### config.mk
export PLATFORM = sky130hd
export DESIGN_NAME = scalar_kalman_filter_flat
export DESIGN_NICKNAME = d
export VERILOG_FILES = /design/src/rtl/skf_pkg.sv /design/src/rtl/skf_meas_if.sv /design/src/rtl/skf_est_if.sv /design/src/rtl/scalar_kalman_filter.sv /design/src/flat_wrapper.sv
export SDC_FILE = /design/constraint.sdc
export NUM_CORES = 2
export LEC_CHECK = 0
export BUFFER_PORTS_ARGS = -buffer_cell sky130_fd_sc_hd__clkbuf_2
export CAP_MARGIN = 20
export CORE_AREA = 2 2 309 311
export DETAILED_ROUTE_END_ITERATION = 7
export DIE_AREA = 0 0 311 313
export PLACE_DENSITY_LB_ADDON = 0.3
export SLEW_MARGIN = 20
export SYNTH_ARGS = -nofsm -noshare
export SYNTH_HDL_FRONTEND = slang
export SYNTH_SLANG_ARGS = --single-unit
### constraint.sdc
create_clock -name clk_i -period 10.3 [get_ports clk_i]
set_input_delay 0.515 -clock clk_i [delete_from_list [all_inputs] [get_ports clk_i]]
set_output_delay 0.515 -clock clk_i [all_outputs]
set_load 0.02 [all_outputs]
### src/rtl/skf_pkg.sv
// skf_pkg: widths, constants, microcode word and program rom for the scalar kalman filter
// no dependencies; used by the channel interfaces and the top level
`timescale 1ns / 1ps
`default_nettype none

package skf_pkg;

  localparam int FracBits = 16;

  localparam int MeasW   = 16;
  localparam int EstW    = 32;
  localparam int CovW    = 32;
  localparam int NoiseW  = 32;

  localparam int CfgIdxW  = 2;
  localparam int CfgDataW = 32;

  localparam logic [CfgIdxW-1:0] CfgProcessNoise = CfgIdxW'(0);
  localparam logic [CfgIdxW-1:0] CfgMeasNoise    = CfgIdxW'(1);

  localparam logic [NoiseW-1:0] ProcessNoiseRst = NoiseW'(1180);
  localparam logic [NoiseW-1:0] MeasNoiseRst    = NoiseW'(35521);

  // gain is unsigned q1.f so that it can hold the value 1.0
  localparam int GainW   = FracBits + 1;
  localparam int ScaledW = MeasW + FracBits;
  localparam int DiffW   = ((ScaledW > EstW) ? ScaledW : EstW) + 1;
  localparam int ProdW   = DiffW + GainW;
  localparam int DeltaW  = ProdW - FracBits;
  localparam int NextW   = DeltaW + 2;
  localparam int DenW    = CovW + 1;
  localparam int RemW    = CovW + 2;
  localparam int CntW    = $clog2(GainW);

  localparam logic [GainW-1:0] GainOne = {1'b1, {FracBits{1'b0}}};

  // program counter and step addresses
  localparam int PcW = 3;
  localparam logic [PcW-1:0] StepIdle   = PcW'(0);
  localparam logic [PcW-1:0] StepPrior  = PcW'(1);
  localparam logic [PcW-1:0] StepDenom  = PcW'(2);
  localparam logic [PcW-1:0] StepDiv    = PcW'(3);
  localparam logic [PcW-1:0] StepMulG   = PcW'(4);
  localparam logic [PcW-1:0] StepEst    = PcW'(5);
  localparam logic [PcW-1:0] StepMulC   = PcW'(6);
  localparam logic [PcW-1:0] StepCov    = PcW'(7);

  typedef enum logic [2:0] {
    UOP_NOP,
    UOP_PRIOR,
    UOP_DENOM,
    UOP_DIV,
    UOP_MUL_GAIN,
    UOP_EST,
    UOP_MUL_COV,
    UOP_COV
  } uop_e;

  typedef enum logic [2:0] {
    JC_NEXT,
    JC_WAIT_IN,
    JC_DEN_ZERO,
    JC_LOOP,
    JC_OUT_FREE,
    JC_GOTO
  } jcond_e;

  typedef struct packed {
    uop_e             op;
    jcond_e           jc;
    logic [PcW-1:0]   target;
  } uword_t;

  function automatic uword_t ucode_rom(input logic [PcW-1:0] pc);
    uword_t w;
    unique case (pc)
      StepIdle:  w = '{op: UOP_NOP,      jc: JC_WAIT_IN,  target: StepIdle};
      StepPrior: w = '{op: UOP_PRIOR,    jc: JC_NEXT,     target: StepIdle};
      StepDenom: w = '{op: UOP_DENOM,    jc: JC_DEN_ZERO, target: StepMulG};
      StepDiv:   w = '{op: UOP_DIV,      jc: JC_LOOP,     target: StepIdle};
      StepMulG:  w = '{op: UOP_MUL_GAIN, jc: JC_NEXT,     target: StepIdle};
      StepEst:   w = '{op: UOP_EST,      jc: JC_OUT_FREE, target: StepIdle};
      StepMulC:  w = '{op: UOP_MUL_COV,  jc: JC_NEXT,     target: StepIdle};
      StepCov:   w = '{op: UOP_COV,      jc: JC_GOTO,     target: StepIdle};
    endcase
    return w;
  endfunction

endpackage

`default_nettype wire

### src/rtl/skf_meas_if.sv
// skf_meas_if: measurement channel, valid/ready with one signed sample per beat
// depends on skf_pkg
`timescale 1ns / 1ps
`default_nettype none

interface skf_meas_if import skf_pkg::*; ();
  logic                    valid;
  logic                    ready;
  logic signed [MeasW-1:0] measurement;

  modport source (output valid, output measurement, input ready);
  modport sink   (input valid, input measurement, output ready);
endinterface

`default_nettype wire

### src/rtl/skf_est_if.sv
// skf_est_if: estimate channel, valid/ready with one signed q16.16 estimate per beat
// depends on skf_pkg
`timescale 1ns / 1ps
`default_nettype none

interface skf_est_if import skf_pkg::*; ();
  logic                   valid;
  logic                   ready;
  logic signed [EstW-1:0] estimate;

  modport source (output valid, output estimate, input ready);
  modport sink   (input valid, input estimate, output ready);
endinterface

`default_nettype wire

### src/rtl/scalar_kalman_filter.sv
// scalar_kalman_filter: 1-d kalman filter run by a small microcode program over one datapath
// depends on skf_pkg, skf_meas_if, skf_est_if
//
//   channel   | dir | payload                         | handshake
//   meas_i    | in  | measurement, s16 integer        | valid/ready
//   est_o     | out | estimate, s32 q16.16            | valid/ready
//   cfg_*_i   | in  | idx 0 process noise, 1 meas noise | write enable only
//
// one item at a time: ready returns only once the program is back in idle after an accept.
// the restoring divider forms one gain bit per cycle, FracBits + 1 gain bits in all; a zero
// denominator skips the divider. the result is registered.
// reset loads noise defaults and clears estimate and covariance; a noise write clears both.
// a stalled result holds only the estimate step; the program waits there until the
// output register frees, and the input stays blocked until the program returns to idle.
`timescale 1ns / 1ps
`default_nettype none

module scalar_kalman_filter import skf_pkg::*; (
  input  wire logic                clk_i,
  input  wire logic                rst_ni,
  skf_meas_if.sink                 meas_i,
  skf_est_if.source                est_o,
  input  wire logic                cfg_we_i,
  input  wire logic [CfgIdxW-1:0]  cfg_idx_i,
  input  wire logic [CfgDataW-1:0] cfg_data_i
);

  // sequencer
  logic [PcW-1:0]  pc_q, pc_d;
  logic [CntW-1:0] cnt_q;
  uword_t          uw;

  // architectural state
  logic [NoiseW-1:0]      pn_q, mn_q;
  logic signed [EstW-1:0] est_q;
  logic [CovW-1:0]        cov_q;

  // datapath registers
  logic signed [MeasW-1:0] meas_q;
  logic [CovW-1:0]         prior_q;
  logic [DenW-1:0]         den_q;
  logic [RemW-1:0]         rem_q;
  logic [GainW-1:0]        gain_q;
  logic [DiffW-1:0]        mag_q;
  logic                    neg_q;
  logic [ProdW-1:0]        prod_q;
  logic                    out_valid_q;
  logic signed [EstW-1:0]  out_est_q;

  // combinational
  logic                      in_fire, out_free, cfg_hit;
  logic [CovW:0]             prior_sum;
  logic [CovW-1:0]           prior_d;
  logic [DenW-1:0]           den_d;
  logic                      den_zero;
  logic signed [ScaledW-1:0] scaled;
  logic signed [DiffW-1:0]   diff;
  logic [DiffW-1:0]          mag_d;
  logic                      trial_ge;
  logic [RemW-1:0]           rem_sub, rem_next;
  logic [DiffW-1:0]          mul_a;
  logic [GainW-1:0]          mul_b;
  logic [ProdW-1:0]          prod_d;
  logic [DeltaW-1:0]         delta;
  logic signed [NextW-1:0]   est_ext, delta_s, next_est;
  logic signed [EstW-1:0]    est_sat;
  logic [CovW-1:0]           cov_d;

  assign uw = ucode_rom(pc_q);

  assign meas_i.ready = (uw.jc == JC_WAIT_IN);
  assign in_fire      = meas_i.valid && meas_i.ready;
  assign out_free     = !out_valid_q || est_o.ready;
  assign est_o.valid  = out_valid_q;
  assign est_o.estimate = out_est_q;
  assign cfg_hit = cfg_we_i && (cfg_idx_i == CfgProcessNoise || cfg_idx_i == CfgMeasNoise);

  always_comb begin
    // prior covariance, saturating
    prior_sum = {1'b0, cov_q} + {1'b0, pn_q};
    prior_d   = prior_sum[CovW] ? '1 : prior_sum[CovW-1:0];

    den_d    = {1'b0, prior_q} + {1'b0, mn_q};
    den_zero = (den_d == '0);

    // innovation as sign and magnitude
    scaled = {meas_q, {FracBits{1'b0}}};
    diff   = DiffW'(scaled) - DiffW'(est_q);
    mag_d  = diff[DiffW-1] ? DiffW'(-diff) : DiffW'(diff);

    // one restoring division step, remainder kept pre-shifted
    trial_ge = (rem_q >= RemW'(den_q));
    rem_sub  = trial_ge ? (rem_q - RemW'(den_q)) : rem_q;
    rem_next = {rem_sub[RemW-2:0], 1'b0};

    // shared multiplier
    mul_a  = (uw.op == UOP_MUL_COV) ? DiffW'(prior_q) : mag_q;
    mul_b  = (uw.op == UOP_MUL_COV) ? (GainOne - gain_q) : gain_q;
    prod_d = ProdW'(mul_a) * ProdW'(mul_b);

    // estimate update with saturation to s32
    delta    = prod_q[ProdW-1:FracBits];
    est_ext  = NextW'(est_q);
    delta_s  = $signed({2'b00, delta});
    next_est = neg_q ? (est_ext - delta_s) : (est_ext + delta_s);
    if ((&next_est[NextW-1:EstW-1]) || !(|next_est[NextW-1:EstW-1])) begin
      est_sat = next_est[EstW-1:0];
    end else if (next_est[NextW-1]) begin
      est_sat = {1'b1, {(EstW-1){1'b0}}};
    end else begin
      est_sat = {1'b0, {(EstW-1){1'b1}}};
    end

    cov_d = (|prod_q[ProdW-1:FracBits+CovW]) ? '1 : prod_q[FracBits+CovW-1:FracBits];
  end

  // next step address
  always_comb begin
    unique case (uw.jc)
      JC_NEXT:     pc_d = pc_q + PcW'(1);
      JC_WAIT_IN:  pc_d = in_fire ? pc_q + PcW'(1) : pc_q;
      JC_DEN_ZERO: pc_d = den_zero ? uw.target : pc_q + PcW'(1);
      JC_LOOP:     pc_d = (cnt_q != '0) ? pc_q : pc_q + PcW'(1);
      JC_OUT_FREE: pc_d = out_free ? pc_q + PcW'(1) : pc_q;
      JC_GOTO:     pc_d = uw.target;
      default:     pc_d = StepIdle;
    endcase
  end

  always_ff @(posedge clk_i or negedge rst_ni) begin
    if (!rst_ni) begin
      pc_q        <= StepIdle;
      cnt_q       <= '0;
      out_valid_q <= 1'b0;
      pn_q        <= ProcessNoiseRst;
      mn_q        <= MeasNoiseRst;
      est_q       <= '0;
      cov_q       <= '0;
    end else begin
      pc_q <= pc_d;

      if (uw.op == UOP_DENOM) begin
        cnt_q <= CntW'(FracBits);
      end else if (uw.op == UOP_DIV && cnt_q != '0) begin
        cnt_q <= cnt_q - CntW'(1);
      end

      if (uw.op == UOP_EST && out_free) begin
        out_valid_q <= 1'b1;
      end else if (est_o.ready) begin
        out_valid_q <= 1'b0;
      end

      if (cfg_we_i && cfg_idx_i == CfgProcessNoise) begin
        pn_q <= cfg_data_i[NoiseW-1:0];
      end
      if (cfg_we_i && cfg_idx_i == CfgMeasNoise) begin
        mn_q <= cfg_data_i[NoiseW-1:0];
      end

      if (cfg_hit) begin
        est_q <= '0;
        cov_q <= '0;
      end else begin
        if (uw.op == UOP_EST && out_free) begin
          est_q <= est_sat;
        end
        if (uw.op == UOP_COV) begin
          cov_q <= cov_d;
        end
      end
    end
  end

  // datapath, no reset needed
  always_ff @(posedge clk_i) begin
    unique case (uw.op)
      UOP_NOP: begin
        if (in_fire) begin
          meas_q <= meas_i.measurement;
        end
      end
      UOP_PRIOR: begin
        prior_q <= prior_d;
        mag_q   <= mag_d;
        neg_q   <= diff[DiffW-1];
      end
      UOP_DENOM: begin
        den_q  <= den_d;
        rem_q  <= RemW'(prior_q);
        gain_q <= '0;
      end
      UOP_DIV: begin
        rem_q  <= rem_next;
        gain_q <= {gain_q[GainW-2:0], trial_ge};
      end
      UOP_MUL_GAIN, UOP_MUL_COV: begin
        prod_q <= prod_d;
      end
      UOP_EST: begin
        if (out_free) begin
          out_est_q <= est_sat;
        end
      end
      UOP_COV: ;
      default: ;
    endcase
  end

  // the gain never passes 1.0 once the divider is done
  a_gain_bound: assert property (@(posedge clk_i) disable iff (!rst_ni)
    (uw.op == UOP_MUL_GAIN) |-> (gain_q <= GainOne))
    else $error("gain above one");

  // divider remainder stays below twice the denominator
  a_rem_bound: assert property (@(posedge clk_i) disable iff (!rst_ni)
    (uw.op == UOP_DIV) |-> (rem_q < {den_q, 1'b0}))
    else $error("divider remainder out of range");

  // a noise write clears the filter state
  a_cfg_clear: assert property (@(posedge clk_i) disable iff (!rst_ni)
    cfg_hit |=> (est_q == '0 && cov_q == '0))
    else $error("state not cleared after noise write");

  // a result beat is only loaded by the estimate step
  a_out_source: assert property (@(posedge clk_i) disable iff (!rst_ni)
    $rose(out_valid_q) |-> ($past(uw.op) == UOP_EST))
    else $error("result loaded outside estimate step");

  // posterior covariance never exceeds the prior
  a_cov_bound: assert property (@(posedge clk_i) disable iff (!rst_ni)
    (uw.op == UOP_COV && !cfg_hit) |=> (cov_q <= $past(prior_q)))
    else $error("covariance grew past prior");

endmodule

`default_nettype wire
### src/flat_wrapper.sv
// flat-port wrapper written by rule: the top's interface ports become plain ports
module scalar_kalman_filter_flat import skf_pkg::*;
  (clk_i, rst_ni, cfg_we_i, cfg_idx_i, cfg_data_i, meas_i_valid, meas_i_measurement, meas_i_ready, est_o_valid, est_o_estimate, est_o_ready);
  skf_meas_if meas_i_i ();
  skf_est_if est_o_i ();
  input  wire logic clk_i;
  input  wire logic rst_ni;
  input  wire logic cfg_we_i;
  input  wire logic [CfgIdxW-1:0] cfg_idx_i;
  input  wire logic [CfgDataW-1:0] cfg_data_i;
  input wire logic [$bits(meas_i_i.valid)-1:0] meas_i_valid;
  input wire logic [$bits(meas_i_i.measurement)-1:0] meas_i_measurement;
  output wire logic [$bits(meas_i_i.ready)-1:0] meas_i_ready;
  output wire logic [$bits(est_o_i.valid)-1:0] est_o_valid;
  output wire logic [$bits(est_o_i.estimate)-1:0] est_o_estimate;
  input wire logic [$bits(est_o_i.ready)-1:0] est_o_ready;
  assign meas_i_i.valid = meas_i_valid;
  assign meas_i_i.measurement = meas_i_measurement;
  assign meas_i_ready = meas_i_i.ready;
  assign est_o_valid = est_o_i.valid;
  assign est_o_estimate = est_o_i.estimate;
  assign est_o_i.ready = est_o_ready;
  scalar_kalman_filter u_core (.clk_i(clk_i), .rst_ni(rst_ni), .meas_i(meas_i_i), .est_o(est_o_i), .cfg_we_i(cfg_we_i), .cfg_idx_i(cfg_idx_i), .cfg_data_i(cfg_data_i));
endmodule
==> Word level (Yosys, flattened, before mapping) <==
Memories as Yosys holds them, arrays and structs flattened.
Index checks and enable logic that the tools add are counted.
{ "totals": {"n_memories": 1, "reg_bits": 385, "mem_bits_ro": 56, "output_inout_bits": 34, "word_cells": 97, "input_bits": 55} }
{ "op_classes": {"reduce_logical": 28, "n_mux": 23, "n_addsub": 10, "n_lt_le_gt_ge": 1, "multipliers": 1, "n_eq_ne": 16} }
{ "memory_table": {"columns": ["memory", "words", "word_bits", "read_ports", "rd_clocked_by_memory_dff", "write_ports", "line_no", "text"], "rows": [
  ["(name not given)", 8, 7, 1, 0, 0, "skf_pkg.sv:76", "unique case (pc)"]
]} }
{ "ops": {"columns": ["operator", "n"], "rows": [
  ["$mux 32", 8],
  ["$pmux 34 s2", 1],
  ["$add 32x32->33", 2],
  ["$mux 33", 2],
  ["$mul 33x17->50", 1],
  ["$add 32x35->36", 1],
  ["$mux 36", 1],
  ["$sub 32x35->36", 1],
  ["$ge 34x33->1", 1],
  ["$pmux 17 s2", 1],
  ["$logic_not 33->1", 1],
  ["$neg 33->33", 1],
  ["$sub 32x32->33", 1],
  ["$sub 33x33->33", 1],
  ["$eq 3x3->1 const B", 6],
  ["$pmux 3 s6", 1],
  ["$mux 17", 1],
  ["$sub 17x17->17 const A", 1],
  ["$eq 3x2->1 const B", 4],
  ["$mux 3", 4],
  ["$mux 5", 2],
  ["$reduce_bool 2->1", 5],
  ["$eq 3x1->1 const B", 2],
  ["$logic_and 1x1->1", 6],
  ["16 further kinds", 24]
]} }

==> Logic depth before layout (Yosys ltp) <==
{ "depth": {"depth_word": 8, "ltp_mapped": 33, "ltp_nobuf": 30} }

==> Least setup slack after synthesis <==
OpenSTA, ideal clock, no wires.
{ "synth_timing": {"kind": "register -> register", "startpoint": "register u_core.pc_q[0]", "endpoint": "register u_core.prod_q[28] (data pin)", "period_less_slack_ps": 7949, "setup_slack_ps": 2351, "setup_time_ps": 259, "path_stages_with_launch": 34, "arrival_time_ps": 7690, "required_time_ps": 10041, "path_buffers": 4, "cell_sequence": "dfrtp_1 > inv_1 > ha_1 > and2_1 > clkbuf_1 > clkbuf_1 > buf_1 > nand2_1 > nand2_1 > clkbuf_1 > nand2_1 > fa_1 > inv_1 > fa_1 > inv_1 > fa_1 > inv_1 > fa_1 > fa_1 > inv_1 > fa_1 > inv_1 > ha_1 > a2111oi_0 > nand2b_1 > o211ai_1 > a31oi_1 > a31o_2 > a31o_2 > a21o_1 > and2_1 > o21a_1 > nor2_1 > xnor2_1"} }
{ "synth_between": {"elab_chain_len": 4, "elab_cells_between_ends": 5, "cone_classes": "mul: 1; eq/ne: 1; mux: 2; memory: 1"} }
{ "synth_rtl": {"columns": ["item", "line_no", "text"], "rows": [
  ["start: declaration", "scalar_kalman_filter.sv:29", "logic [PcW-1:0] pc_q, pc_d;"],
  ["start signal: assignment", "scalar_kalman_filter.sv:132", "pc_q <= StepIdle;"],
  ["start signal: assignment", "scalar_kalman_filter.sv:140", "pc_q <= pc_d;"],
  ["$mem_v2 8x7 (*)", null, null],
  ["$eq 3x3->1 (*)", "scalar_kalman_filter.sv:97, scalar_kalman_filter.sv:98", null],
  ["$mux 33 / $mux 17 (equally long branches)", "scalar_kalman_filter.sv:97, scalar_kalman_filter.sv:98", null],
  ["$mul 33x17->50 (*)", "scalar_kalman_filter.sv:99", "prod_d = ProdW'(mul_a) * ProdW'(mul_b);"],
  ["via u_core.prod_d[28]", "scalar_kalman_filter.sv:63", "logic [ProdW-1:0] prod_d;"],
  ["end signal: assignment", "scalar_kalman_filter.sv:198", "prod_q <= prod_d;"],
  ["end: declaration", "scalar_kalman_filter.sv:46", "logic [ProdW-1:0] prod_q;"]
]} }
The timed path passes the listed nets; every way through them passes the cells marked *.
A chain may end at the register's enable or synchronous reset.

==> Final worst setup path <==
{ "layout_timing": {"startpoint": "register u_core.pc_q[0]", "endpoint": "register u_core.prod_q[49] (data pin)"} }
Same word-level chain as after synthesis.

==> results by group <==
Setup path
  • Crit Reg-Reg Startpoint: u_core.pc_q[0]
  • Arrival time at the worst endpoint: 9.48 ns
  • Worst path slowest cell: xor2_1
  • CP peak stage delay: 0.71 ns
  • Critical Path Sink: u_core.prod_q[49]
  • Crit path max fanout: 45
  • Critical Path Source: u_core.pc_q[0]
  • Critical path's most frequent cell: fa_1
  • Setup crit end kind: register
  • Required @ worst endpoint: 10.63 ns
  • Reg2reg path depth: 29
  • R2R setup slack: 1.15 ns
  • Startpoint Class: register
  • Crit Path Category: reg -> reg
  • FF-to-FF End: u_core.prod_q[49]

Yosys
  • Cell taking the most area after synthesis: fa_1
  • Post-Syn Instances: 4503
  • Top_reg_cell synth: edfxtp_1
  • Seq/Total Area, Yosys: 0.2536
  • Synth top area share: 0.2273
  • Mean cell area of the mapped netlist: 9.115 sq um
  • Area of the mapped netlist: 41040 sq um
  • Ranking of synthesized cells by area: fa_1 23%, edfxtp_1 17%, ha_1 8.6%
  • Yosys reg bits: 369
  • Net Count, Synth: 5305
  • Yosys cell types: 92
  • Syn. warnings: 0
  • Post-synth EDFFs: 232
  • Async set-reset flop share out of synthesis: 0.3713

Cells and area
  • # nets final: 5331
  • Fraction of layout cells with a size suffix above 1: 0.08719
  • Post-Route Utilization: 0.4738
  • Design Area, Final: 44620 sq um
  • N_diodes: 0
  • Syn-to-layout area delta: 8.710%

Clock tree
  • TritonCTS buffer count: 45
  • Hold Buf Count CTS: 0
  • Clk sink count: 369
  • PostCTS Resize Cnt: 0
  • TritonCTS clock tree: done
  • Setup bufs post-CTS: 0
  • Clock transition at the registers of the reported paths: 0.06 ns
  • Longest Clk Path Bufs: 3
  • Worst-skew pair later-pin latency: 0.59 ns
  • H-tree levels: 2
  • Root buf cell: clkbuf_16

Floorplanning
  • Io pins: 89
  • Height of the die: 313 microns
  • Die X-Extent: 311 microns
  • Row count: 113
  • CORE AREA: 94160 sq um
  • DIE AREA: 97340 sq um
  • Initial core utilization: 0.4359

Routing
  • Routed len/inst: 20.97 microns
  • WL final: 122.3 mm
  • Remaining DRCs: 0
  • Vias per Instance: 5.551
  • Post-DRT Antenna Nets: 0
  • Via count: 32360
  • Drt first pass iters: 6
  • Violation count after the first detailed-route iteration: 2706

Global route
  • Largest net degree at the start of global routing: 85
  • Initial antenna violation count: 3
  • GRT Residual Overflow: 0
  • Wire length of the first global-routing pass: 190.2 mm
  • Vias in the first global route: 31940
  • GRT Resource Usage Total: 0.2529

STA
  • Slew margin rel.: 0.2392
  • Final worst path period need: 9.146 ns
  • Peak Freq: 109.3 MHz
  • Final setup violation count: 0
  • Clk_skew: 0.02796 ns
  • Period utilization: 0.8880
  • Setup TNS: 0 ns
  • Min setup slack post-route: 1.154 ns
  • Actual slew at the worst max-slew pin: 1.136 ns
  • Max-slew violation count: 0
  • RSZ-0062 raised after global routing: false
  • Hold Vio Cnt, Final: 0

Placed design
  • Post-DP HPWL: 96.98 mm
  • Area after DPL: 42990 sq um
  • Gp weighted congestion: 0.9332
  • Port buffer count: 88
  • Setup slack at placement: 1.286 ns

Outcome
  • Status: completed

Run
  • Max-cap violations: 0

Min path
  • Hold crit path type: in -> async
-- metal layers --
| layer | track usage | vias to the layer above | wire length [microns] |
|---|---|---|---|
| met1 | 0.3433 | 16000 | 51980 |
| met4 | 0.1043 | 2 | 5940 |
| met5 | 0 | - | 15 |
| li1 | - | 14860 | - |
| met3 | 0.03857 | 287 | 8734 |
| met2 | 0.4064 | 1214 | 55600 |
-- worst min-delay path by stage --
stage | startpoint | endpoint | slack (ns) | cells past startpoint
6_report | rst_ni | u_core.pn_q[16] | 0.02 | 1
5_1_grt | rst_ni | u_core.mn_q[24] | 0.06 | 1
4_1_cts | rst_ni | u_core.mn_q[24] | 0.02 | 1
3_5_place_dp | u_core.mn_q[14] | u_core.mn_q[14] | 0.50 | 1
3_3_place_gp | u_core.mn_q[27] | u_core.mn_q[27] | 0.49 | 1
2_1_floorplan | rst_ni | u_core.cnt_q[0] | 0.22 | 0
-- logic make-up (layout without fill, tap and decap cells) --
logic type	count (synthesis)	count (layout)	synth area share
and+or+nand+nor	1433	1433	0.1554
adders and majority gates	747	747	0.3130
DFF	369	369	0.2536
xor gates and xnor gates	239	239	0.05100
buffers and inverters	889	951	0.08304
AOI/OAI and AO/OA	719	719	0.1158
muxes	107	107	0.02811
-- cells in the final DEF, fill, tap and decap left out, types with 13 or more instances in the layout --
cell type,count
a21boi_0,14
ha_1,280
nand3_1,58
nor3_1,62
clkbuf_16,46
xnor2_1,157
o211ai_1,16
clkbuf_2,87
a21oi_1,231
fa_1,466
mux2i_1,41
and3_1,33
nand2b_1,31
dfrtp_1,126
and2_1,56
o21a_1,32
a31oi_1,17
a211oi_1,16
nor2_1,351
o21ai_0,136
o221a_2,32
nor2b_1,29
a21o_1,77
nand4_1,27
nand2_1,665
a221oi_1,20
or3_1,23
edfxtp_1,232
xor2_1,70
o21bai_1,18
inv_1,718
o31ai_1,13
nor4_1,25
mux2_2,66
buf_4,59
-- layout make-up --
cell class              instances  area, sq um
clock inverters                30        407.9
fillers                      9022        49550
well taps                    1265         1583
repair buffers                149        937.1
inverters                     719         2699
clock buffers                  53         1187
flip-flops and latches        369        10410
multi-input cells            3245        27400
-- per-stage QoR --
stage	hold slack [ns]	cells
after detailed placement	0.5012	5746
after floorplan	0.2194	4503
after global routing	0.05964	5830
final	0.02094	5830
after global placement	0.4947	5746
after CTS	0.02214	5829
-- sequential cells by signal, indices dropped and copies added (netlist names), 3 cells and up --
| signal | cells |
|---|---|
| u_core.cnt_q | 5 |
| u_core.mag_q | 33 |
| u_core.meas_q | 16 |
| u_core.gain_q | 17 |
| u_core.prod_q | 34 |
| u_core.rem_q | 34 |
| u_core.prior_q | 32 |
| u_core.pn_q | 32 |
| u_core.pc_q | 3 |
| u_core.den_q | 33 |
| u_core.est_q | 32 |
| u_core.est_o.estimate | 32 |
| u_core.cov_q | 32 |
| u_core.mn_q | 32 |
-- cell usage after synthesis (all sizes together) (8+ instances only) --
cell     number
dfrtp       126
or2          13
a211o         8
xnor2       165
o21bai       18
o21a         32
a21oi       232
mux2         66
edfxtp      232
fa          466
dfstp        11
nor2b        32
or3          25
a221oi       20
o2111ai       8
a211oi       17
a31oi        17
nand3        58
xor2         74
o21ai       141
a2111oi       8
nor3b        12
nor2        355
and2         59
buf          26
o211ai       16
clkbuf      144
a21boi       15
and4         10
o221a        32
nor3         63
nand2       668
o31ai        13
a21o         77
nand4        27
and3         33
nor4         26
mux2i        41
ha          281
inv         719
nand2b       33
-- critical path: cells and delay by family, from the launching register on --
family | cells | cell delay, ns
adder cells (fa/ha/maj) | 8 | 3.56
AO/OA/AOI/OAI | 8 | 2.25
flip-flops | 1 | 0.43
AND/OR/NAND/NOR | 5 | 0.93
buffers and inverters | 6 | 0.91
XOR/XNOR | 2 | 0.84
Power is left out: the tool's default activity adds up to more than one toggle a clock period on the data nets, which glitch-free logic cannot reach.
